File: src/sv/ncp_div_cell.sv
// One quotient bit step of the pipelined restoring divider chain.
`timescale 1ns / 1ps
module ncp_div_cell #(
    parameter int DW    = 33,
    parameter int QB    = 15,
    parameter int SW    = 1,
    parameter bit SHIFT = 1'b1
) (
    input  logic          clk,
    input  logic          rst_n,
    input  logic          en,
    input  logic          valid_in,
    input  logic [DW:0]   rem_in,
    input  logic [DW-1:0] d_in,
    input  logic [QB-1:0] q_in,
    input  logic [SW-1:0] side_in,
    output logic          valid_out,
    output logic [DW:0]   rem_out,
    output logic [DW-1:0] d_out,
    output logic [QB-1:0] q_out,
    output logic [SW-1:0] side_out
);
    logic          valid_reg;
    logic [DW:0]   rem_reg, rem_next;
    logic [DW-1:0] d_reg;
    logic [QB-1:0] q_reg, q_next;
    logic [SW-1:0] side_reg;
    logic [DW+1:0] r_t, dx, diff;
    logic          ge;

    always_comb
    begin
        r_t      = SHIFT ? {rem_in, 1'b0} : {1'b0, rem_in};
        dx       = {2'b00, d_in};
        diff     = r_t - dx;
        ge       = (r_t >= dx);
        rem_next = ge ? diff[DW:0] : r_t[DW:0];
        q_next   = {q_in[QB-2:0], ge};
    end

    always_ff @(posedge clk or negedge rst_n)
    begin
        if (!rst_n)
        begin
            valid_reg <= 1'b0;
        end
        else if (en)
        begin
            valid_reg <= valid_in;
        end
    end

    always_ff @(posedge clk)
    begin
        if (en)
        begin
            rem_reg  <= rem_next;
            d_reg    <= d_in;
            q_reg    <= q_next;
            side_reg <= side_in;
        end
    end

    assign valid_out = valid_reg;
    assign rem_out   = rem_reg;
    assign d_out     = d_reg;
    assign q_out     = q_reg;
    assign side_out  = side_reg;
endmodule

File: config.mk
export PLATFORM = sky130hd
export DESIGN_NAME = ncp_div_cell
export DESIGN_NICKNAME = d
export VERILOG_FILES = /design/src/sv/ncp_div_cell.sv
export SDC_FILE = /design/constraint.sdc
export NUM_CORES = 1
export LEC_CHECK = 0
export ABC_AREA = 1
export BUFFER_PORTS_ARGS = -buffer_cell sky130_fd_sc_hd__buf_2
export CORE_UTILIZATION = 45
export CTS_BUF_LIST = sky130_fd_sc_hd__clkbuf_16
export DETAILED_ROUTE_END_ITERATION = 6
export HOLD_SLACK_MARGIN = 0.12
export PLACE_DENSITY_LB_ADDON = 0.12
export SLEW_MARGIN = 20
export SYNTH_ARGS = -nofsm -noshare
export SYNTH_HDL_FRONTEND = slang
export SYNTH_SLANG_ARGS = --single-unit
File: constraint.sdc
create_clock -name clk -period 1 [get_ports clk]
set_input_delay 0.2 -clock clk [delete_from_list [all_inputs] [get_ports clk]]
set_output_delay 0.2 -clock clk [all_outputs]
set_load 0.01 [all_outputs]
==> reports/qor.txt <==
Slew Limit Fails: 0
Drt wl/cell: 17.0 µm
Fin nets: 1,217
Global route overflow: 0
Die area: 13,000 µm²
Total track usage: 31.6%
Final min period: 1720 ps
CP Class: in -> reg
Chip width: 114 µm
TritonCTS clock tree: yes
# port buffers: 169
Clock Tree Root: clkbuf_16
Leakage: 0.00491 µW
Slew Limit Headroom: 81.6%
Power per cell area: 1260 nW/µm²
Highest ir drop seen on vdd: 1400 µV
Post-DP Area: 7940 µm²
Tcrit/Tclk final: 172%
Final setup margin: -722 ps
CP Launch Type: primary input
Worst-Margin Slew: 275 ps
H-Tree Depth: 3
Final Hold Fails: 0
Fill cells: 760
RSZ-0062 raised after global routing: yes
Yosys top cell by area: edfxtp_1
Final setup fails: 119
Area of the mapped netlist: 5640 µm²
Register area share after synthesis: 44.6%
Synth cell types: 29
Synth Flop Type: edfxtp_1
HP Class: in -> reg
FP Rows: 40
Post-synthesis cell count: 742
Hpwl dp: 13.6 mm
Setup TNS Final: -28,920 ps
Initial antenna violation count: 0
Worst EP required: 1220 ps
Outcome: complete, but fails checks
Mean Syn Cell Area: 7.60 µm²
Clock Pin Slew Worst Setup and Hold Paths: 60 ps
Failing checks: setup timing
Starting density of the core: 46.6%
First-pass GRT wire length: 31.0 mm
Pre-antenna DRT Iters: 5
Area share of the largest cell type after synthesis: 44.2%
Syn nets: 863
DRT iter0 DRCs: 438
Multi-input logic area: 3700 µm²
Worst Setup End Kind: flop
Die extent in y: 114 µm
I/O pins: 171
Final estimated routing congestion in global placement: 0.909
Clk_skew: 0 ps
# diodes: 0
Clk_lat worst skew: 350 ps
Post-synth EDFFs: 83
Core Box Area: 12,100 µm²
Area growth from synthesis to layout: 76.0%
#FFs+latches synth: 84
Largest net degree at the start of global routing: 32
Final WL: 21.6 mm
Crit path max fanout: 3
ANT nets after route: 0
FFs w/ async S/R, synth: 1.19%
Yosys warns: 0
Maximum Capacitance Violations: 0
Crit path arrival time: 1940 ps
Max Freq: 581 MHz
CTS buffer count: 9
DRC Markers: 0
Clock buffer depth: 2
CTS Sinks: 84
Leading post-synthesis cells by cell area: edfxtp_1, nand2_1, inv_1
Share of cells above drive strength 1: 51.1%
Sequential cell area: 2520 µm²
Via Count: 6,293
Post-route cell area: 9920 µm²
Number of global-route vias before repair: 6,190
Post-DR vias/cell: 4.96
==> kinds of logic after synthesis <==
kind of cell             synth area share, %
AND/OR/NAND/NOR                         31.5
buffers and inverters                   9.92
flip-flops                              44.6
adder cells (fa/ha/maj)                 7.68
AO/OA/AOI/OAI                           3.42
XOR/XNOR                                2.64
multiplexers                           0.200
==> worst max-delay path, stage by stage <==
cell and delay (ps):
buf_4 110, inv_2 50, ha_4 290, nand2_4 80
nor2_4 150, nand2_4 80, inv_2 50, nand2_2 50
buf_4 130, buf_4 120, buf_4 120, nand3_1 130
xor2_1 230, nand2_1 80, nand2_1 70
==> per-stage QoR <==
step	util (%)	power [µW]	worst slack, ps	cells	hold WS [ps]
floorplan	-	6540	-725	742	-95.6
CTS	77.4	12000	-673	1258	122
global placement	65.6	7990	-1080	1160	-25.5
detailed placement	65.6	8080	-1100	1160	-22.7
global route	81.9	13100	-787	1269	127
finish	81.9	12600	-722	1269	129
==> cell usage in the layout, fill, tap and decap left out, types with 3 or more instances in the layout <==
cell type,instances
nand2_1,211
buf_2,135
buf_4,124
inv_1,96
edfxtp_1,83
nand2_2,77
dlygate4sd3_1,50
nand2_4,32
ha_4,32
buf_6,32
inv_2,31
nor2_1,26
nand3_1,23
nor2_4,17
nor2_2,15
xor2_1,15
a21oi_2,13
nand3b_1,11
nand3_2,9
a21oi_1,9
clkbuf_16,9
inv_4,6
buf_12,5
o21bai_1,4
nor3_2,3
buf_16,3
==> cell usage after synthesis (2+ instances only) <==
cell	count
o21bai_1	4
nor2_1	53
nand3b_1	11
nor3_1	5
xnor2_1	2
nand2_1	319
a21oi_1	20
buf_6	3
ha_1	33
inv_1	134
edfxtp_1	83
buf_4	3
o21a_1	2
xor2_1	15
a21oi_2	4
nand4_1	2
nand3_1	34
nor2_2	4
==> layer usage <==
metal  track usage [%]  vias up  part of all wire (%)
met5                 0        -                     0
met4              12.3        0                   4.3
met3              4.78       63                   5.6
met2              54.5      277                    49
met1              39.7     2921                    41
li1                  -     3032                     -
==> power by group <==
| group | switching [µW] | total, µW | internal [µW] | leakage (µW) |
|---|---|---|---|---|
| clock | 1530 | 3480 | 1950 | 0.000144 |
| sequential | 109 | 4460 | 4350 | 0.000824 |
| combinational | 2480 | 4610 | 2130 | 0.00394 |
==> timing repair <==
action / 4_1_cts / 5_1_grt
gates resized for setup: 97 / 146
hold buffers: 50 / 0
pin swaps: 16 / 44
gates cloned: 3 / 0
setup buffers: 30 / 11
setup endpoints to repair: 119 / 119
endpoints found under the hold margin: 50 / 0
==> registers in the layout, summed over array words and instances, names as in the netlist <==
register,flops
d_out,33
q_out,15
rem_out,34
side_out,1
valid_out,1
==> worst paths after layout <==
| kind | end | cells past startpoint | slack [ps] | start |
|---|---|---|---|---|
| setup / recovery | rem_out[19] | 15 | -720 | d_in[15] |
| hold / removal | rem_out[28] | 3 | 130 | rem_in[27] |
| setup reg to reg | valid_out | 1 | 190 | valid_out |
| hold reg to reg | valid_out | 1 | 590 | valid_out |
| max in group asynchronous | valid_out | 2 | 760 | rst_n |
| min in group asynchronous | valid_out | 2 | 160 | rst_n |
==> area by class of cell <==
type	count	share of cell area [%]
Tap cell	168	2.12
Clock inverter	7	0.756
Timing Repair Buffer	349	26.7
Multi-Input combinational cell	518	37.3
Inverter	134	5.47
Clock buffer	9	2.27
Sequential cell	84	25.4
Power figures use the tool's default switching activity.
