==> src/sv/ncp_sqrt_cell.sv <==
// One bit step of the pipelined integer square root chain.
`timescale 1ns / 1ps
module ncp_sqrt_cell #(
    parameter int QW = 33,
    parameter int SW = 8
) (
    input  logic            clk,
    input  logic            rst_n,
    input  logic            en,
    input  logic            valid_in,
    input  logic [2*QW-1:0] x_in,
    input  logic [QW+1:0]   rem_in,
    input  logic [QW-1:0]   root_in,
    input  logic [SW-1:0]   side_in,
    output logic            valid_out,
    output logic [2*QW-1:0] x_out,
    output logic [QW+1:0]   rem_out,
    output logic [QW-1:0]   root_out,
    output logic [SW-1:0]   side_out
);
    localparam int XW = 2 * QW;

    logic            valid_reg;
    logic [XW-1:0]   x_reg, x_next;
    logic [QW+1:0]   rem_reg, rem_next;
    logic [QW-1:0]   root_reg, root_next;
    logic [SW-1:0]   side_reg;
    logic [QW+3:0]   rem_t, trial, diff;
    logic            ge;

    always_comb
    begin
        rem_t     = {rem_in, x_in[XW-1 -: 2]};
        trial     = {2'b00, root_in, 2'b01};
        diff      = rem_t - trial;
        ge        = (rem_t >= trial);
        rem_next  = ge ? diff[QW+1:0] : rem_t[QW+1:0];
        root_next = {root_in[QW-2:0], ge};
        x_next    = {x_in[XW-3:0], 2'b00};
    end

    always_ff @(posedge clk or negedge rst_n)
    begin
        if (!rst_n)
        begin
            valid_reg <= 1'b0;
        end
        else if (en)
        begin
            valid_reg <= valid_in;
        end
    end

    always_ff @(posedge clk)
    begin
        if (en)
        begin
            x_reg    <= x_next;
            rem_reg  <= rem_next;
            root_reg <= root_next;
            side_reg <= side_in;
        end
    end

    assign valid_out = valid_reg;
    assign x_out     = x_reg;
    assign rem_out   = rem_reg;
    assign root_out  = root_reg;
    assign side_out  = side_reg;
endmodule

==> config.mk <==
export PLATFORM = sky130hd
export DESIGN_NAME = ncp_sqrt_cell
export DESIGN_NICKNAME = d
export VERILOG_FILES = /design/src/sv/ncp_sqrt_cell.sv
export SDC_FILE = /design/constraint.sdc
export NUM_CORES = 1
export LEC_CHECK = 0
export BUFFER_PORTS_ARGS = -buffer_cell sky130_fd_sc_hd__buf_2
export CAP_MARGIN = 25
export CORE_UTILIZATION = 52
export CTS_CLUSTER_DIAMETER = 60
export DETAILED_ROUTE_END_ITERATION = 10
export GPL_TIMING_DRIVEN = 0
export PLACE_DENSITY = 0.94
export SLEW_MARGIN = 10
export SYNTH_ARGS = -nofsm -noshare
export SYNTH_HDL_FRONTEND = slang
export SYNTH_SLANG_ARGS = --single-unit
==> constraint.sdc <==
create_clock -name clk -period 1.4 [get_ports clk]
set_input_delay 0.21 -clock clk [delete_from_list [all_inputs] [get_ports clk]]
set_output_delay 0.21 -clock clk [all_outputs]
set_load 0.02 [all_outputs]
==> results_tabular.tex <==
\begin{tabular}{lr}
\hline
Metric & Value \\
\hline
\multicolumn{2}{l}{\textbf{Worst setup path}} \\
Worst Setup End Kind & register \\
Worst Path Max Fanout & 7 \\
Worst endpoint required time & 1.58 ns \\
Crit Path Class & input pin to register \\
Startpoint type of the worst setup path & input pin \\
Critical Path Most Common Cell & sky130\_fd\_sc\_hd\_\_nand2\_1 \\
Critical-path top delay cell & sky130\_fd\_sc\_hd\_\_nor3\_1 \\
Stage delay of the slowest cell on the critical path & 0.39 ns \\
Critical Path, Cell by Cell & buf\_2, inv\_1, ha\_1, buf\_6, nand2\_1, nor3\_1, nand2\_1, o221ai\_4, a2bb2oi\_2, a31oi\_1, xnor2\_1, mux2\_4 \\
Crit path DAT & approximately 2.7 ns \\
\multicolumn{2}{l}{\textbf{Yosys}} \\
Yosys warning total & 0 \\
Proportion of register bits with asynchronous set or reset after synthesis & 0.00709 \\
XOR/XNOR Fraction of Synth Area & 0.0419 \\
Top flip-flop cell by instance count after synthesis & sky130\_fd\_sc\_hd\_\_edfxtp\_1 \\
Synth Area in Adders & 0.0634 \\
Compound-cell area share of the yosys netlist & 0.108 \\
Unique masters post-synth & 58 \\
Netlist area before placement & 6900 um2 \\
Syn Area/Cell & approximately 14 um2 \\
Combinational family with the most area after synthesis & compound AO/OA/AOI/OAI gates \\
Area leader, netlist & sky130\_fd\_sc\_hd\_\_edfxtp\_1 \\
Share of the synthesized area in the top cell type & 0.609 \\
Sequential cell area fraction in the yosys report & 0.613 \\
Synthesis-stage register bit count & between 100 and 150 \\
Number of flops mapped to enable cells by yosys & 140 \\
Synthesized-area fraction occupied by and/or/nand/nor cells & 0.0614 \\
Top area cells in the synthesized netlist & sky130\_fd\_sc\_hd\_\_edfxtp\_1 (61\%), sky130\_fd\_sc\_hd\_\_ha\_1 (6.3\%), sky130\_fd\_sc\_hd\_\_mux2\_4 (5.4\%), sky130\_fd\_sc\_hd\_\_a21o\_1 (2.8\%), sky130\_fd\_sc\_hd\_\_xnor2\_1 (2.4\%) \\
Post-synthesis mux area share & 0.0701 \\
Cell count after synthesis & between 400 and 500 \\
\multicolumn{2}{l}{\textbf{Floorplanning}} \\
Core region area & around 13000 um2 \\
Number of core rows & 41 \\
Effective utilization at floorplan & 0.540 \\
Y dimension of the die & between 100 and 150 um \\
Die width & 117 um \\
Die ar. & around 14000 um2 \\
Count of pins on the block boundary & a little under 300 \\
\multicolumn{2}{l}{\textbf{Clock network}} \\
CTS root buf & sky130\_fd\_sc\_hd\_\_clkbuf\_16 \\
CTS sink count & between 100 and 150 \\
Total number of H-tree levels & 4 \\
CTS Buf Count & 17 \\
Clock tree from TritonCTS & done \\
Worst-path clk slew & 0.06 ns \\
Maximum buffer depth of the clock tree & 2 \\
Worst-Skew Late Latency & about 0.43 ns \\
\multicolumn{2}{l}{\textbf{Pwr}} \\
Clock power frac & 0.350 \\
Maximum vdd drop & 0.938 mV \\
Overall power consumption & around 14 mW \\
Switch share & 0.304 \\
Power density over the cells & 1270 nW/um2 \\
Net switching power & 4.35 mW \\
Leakage power & roughly 5.0 nW \\
Logic gate share of total power & 0.276 \\
Internal power consumption & 9.95 mW \\
Sequential share of power & 0.374 \\
\multicolumn{2}{l}{\textbf{Global routing}} \\
GRT Resource Usage Total & 0.367 \\
Wire length of the first global-routing pass & 36.0 mm \\
GRT overflow & 0 \\
Largest net degree at the start of global routing & 86 \\
Vias in the first global route & 6403 \\
Antenna violations before repair & 7 \\
\multicolumn{2}{l}{\textbf{STA}} \\
Tightest Pin Transition & 0.582 ns \\
Setup-violating endpoint count in the final report & 36 \\
Final worst slack & -1.11 ns \\
Portion of the clock cycle consumed by the worst path in the final layout & 1.80 \\
Final-layout setup total negative slack & -36.75 ns \\
RSZ-0062 raised after global routing & yes \\
Number of failing hold endpoints at the final stage & 0 \\
Post-Route Hold Slack & 0.0108 ns \\
Worst setup skew after layout & 0 ns \\
Highest Clock Rate & 398 MHz \\
Time the final worst path needs with I/O delays and setup & 2.51 ns \\
Slew Limit Fails & 0 \\
Relative slew slack & 0.612 \\
\multicolumn{2}{l}{\textbf{Drt}} \\
Number of detailed-routing iterations run before antenna repair & 6 \\
Detailed-route via count & 6867 \\
Routed wire length per instance & between 20 and 30 um \\
Post-route antenna net violation count & 0 \\
Count of unresolved DRC violations after routing & 0 \\
Drt first-iter violations & 876 \\
Via density per instance & roughly 6 \\
Total length of routed wires & 29.9 mm \\
\multicolumn{2}{l}{\textbf{Status}} \\
Status & finished, violations left \\
Violations in the final reports & negative setup slack \\
\multicolumn{2}{l}{\textbf{Final layout}} \\
FF/Latch Area & 4230 um2 \\
Most common cell after layout, fill and taps aside & sky130\_fd\_sc\_hd\_\_buf\_2 \\
Share of post-route cells with drive strength above 1 & 0.499 \\
Layout filler cell count & 522 \\
Commonest non-fill, non-tap cells in the layout & sky130\_fd\_sc\_hd\_\_buf\_2 (277), sky130\_fd\_sc\_hd\_\_edfxtp\_1 (140), sky130\_fd\_sc\_hd\_\_dlygate4sd3\_1 (104), sky130\_fd\_sc\_hd\_\_inv\_1 (33), sky130\_fd\_sc\_hd\_\_mux2\_4 (31) \\
Final standard cell utilization of the core & 0.881 \\
Nets@finish & 1114 \\
Post-layout instance count excluding filler cells & 1123 \\
Area added between synthesis and finish & 63.1\% \\
Area taken by multi-input logic gates & 3020 um2 \\
Area of all placed cells without fillers & between 10000 and 15000 um2 \\
\multicolumn{2}{l}{\textbf{Place}} \\
Placed instance area & about 8800 um2 \\
Pre-CTS setup slack & -1.81 ns \\
Placed cell count & 958 \\
Final estimated routing congestion in global placement & 0.885 \\
HPWL after DPL & $\sim$14 mm \\
Count of buffers inserted at the top-level ports & 286 \\
\multicolumn{2}{l}{\textbf{Run}} \\
Count of maximum capacitance violations & 0 \\
\multicolumn{2}{l}{\textbf{Min path}} \\
Class of the most critical hold timing path & input pin to register \\
\hline
\end{tabular}
[timing repair]
action | CTS | global route
endpoints found under the hold margin | 103 | 1
gates cloned | 1 | 0
resized for setup | 36 | 97
buffers inserted | 16 | 17
pin swaps | 14 | 31
setup endpoints to repair | 36 | 36
hold buffers | 103 | 1
[metal layers]
layer	global-route usage	routed length (um)
met1	0.378	9460
met2	0.649	14500
met3	0.128	3500
met4	0.208	2340
met5	0	27
[worst paths after layout]
path	slack, ns	endpoint	cells past startpoint	from
setup / recovery	-1.11	rem_out[28]	12	root_in[14]
hold / removal	0.01	root_out[13]	1	root_in[12]
setup reg to reg	0.62	valid_out	1	valid_out
hold reg to reg	0.55	valid_out	1	valid_out
max in group asynchronous	1.23	valid_out	2	rst_n
min in group asynchronous	0.08	valid_out	2	rst_n
[final cells by class]
| cell class | instances | share of cell area |
|---|---|---|
| inverters | 41 | 0.0166 |
| flip-flops and latches | 141 | 0.376 |
| repair buffers | 422 | 0.252 |
| clock inverters | 12 | 0.0165 |
| well taps | 172 | 0.0191 |
| multi-input cells | 299 | 0.268 |
| diodes | 5 | 0.00111 |
| clock buffers | 20 | 0.0388 |
| plain buffers | 11 | 0.0124 |
[logic make-up after synthesis]
kind of cell / Yosys count
AOI/OAI and AO/OA: 107
buffers and inverters: 59
xor gates and xnor gates: 33
and+or+nand+nor: 87
muxes: 35
adders and majority gates: 35
DFF: 141
other: 1
[cells in the mapped netlist, types with 3 or more instances]
| cell | instances |
|---|---|
| sky130_fd_sc_hd__mux2_4 | 25 |
| sky130_fd_sc_hd__o21a_1 | 3 |
| sky130_fd_sc_hd__o221ai_1 | 4 |
| sky130_fd_sc_hd__xnor2_1 | 19 |
| sky130_fd_sc_hd__a21o_1 | 26 |
| sky130_fd_sc_hd__o21ai_0 | 12 |
| sky130_fd_sc_hd__edfxtp_1 | 140 |
| sky130_fd_sc_hd__and3_1 | 4 |
| sky130_fd_sc_hd__mux2_2 | 7 |
| sky130_fd_sc_hd__o21bai_1 | 3 |
| sky130_fd_sc_hd__nor2_1 | 22 |
| sky130_fd_sc_hd__a21oi_1 | 30 |
| sky130_fd_sc_hd__xor2_1 | 14 |
| sky130_fd_sc_hd__clkbuf_1 | 10 |
| sky130_fd_sc_hd__a31o_2 | 3 |
| sky130_fd_sc_hd__nand4_1 | 8 |
| sky130_fd_sc_hd__ha_1 | 35 |
| sky130_fd_sc_hd__inv_1 | 41 |
| sky130_fd_sc_hd__nand2_1 | 25 |
| sky130_fd_sc_hd__mux2i_1 | 3 |
| sky130_fd_sc_hd__nor2b_1 | 4 |
| sky130_fd_sc_hd__nand3_1 | 9 |
| sky130_fd_sc_hd__buf_12 | 3 |
[registers in the layout, summed over array words and instances, names as in the netlist]
name / cells
side_out: 8
root_out: 33
valid_out: 1
rem_out: 35
x_out: 64
[power by group through the flow]
stage | clock (mW) | sequential [mW] | combinational [mW]
2_1_floorplan | 0 | 5.95 | 1.30
3_3_place_gp | 0 | 5.36 | 2.82
3_5_place_dp | 0 | 5.36 | 2.89
4_1_cts | 4.83 | 5.29 | 3.34
5_1_grt | 5.13 | 5.37 | 4.09
6_report | 5.00 | 5.34 | 3.95
[critical path, delay by kind of cell]
kind                     cells  cell delay, ns
AO/OA/AOI/OAI                3            0.68
XOR/XNOR                     1            0.14
adder cells (fa/ha/maj)      1            0.33
buffers and inverters        3            0.32
multiplexers                 1            0.26
AND/OR/NAND/NOR              3            0.74
(Power assumes the default switching activity.)
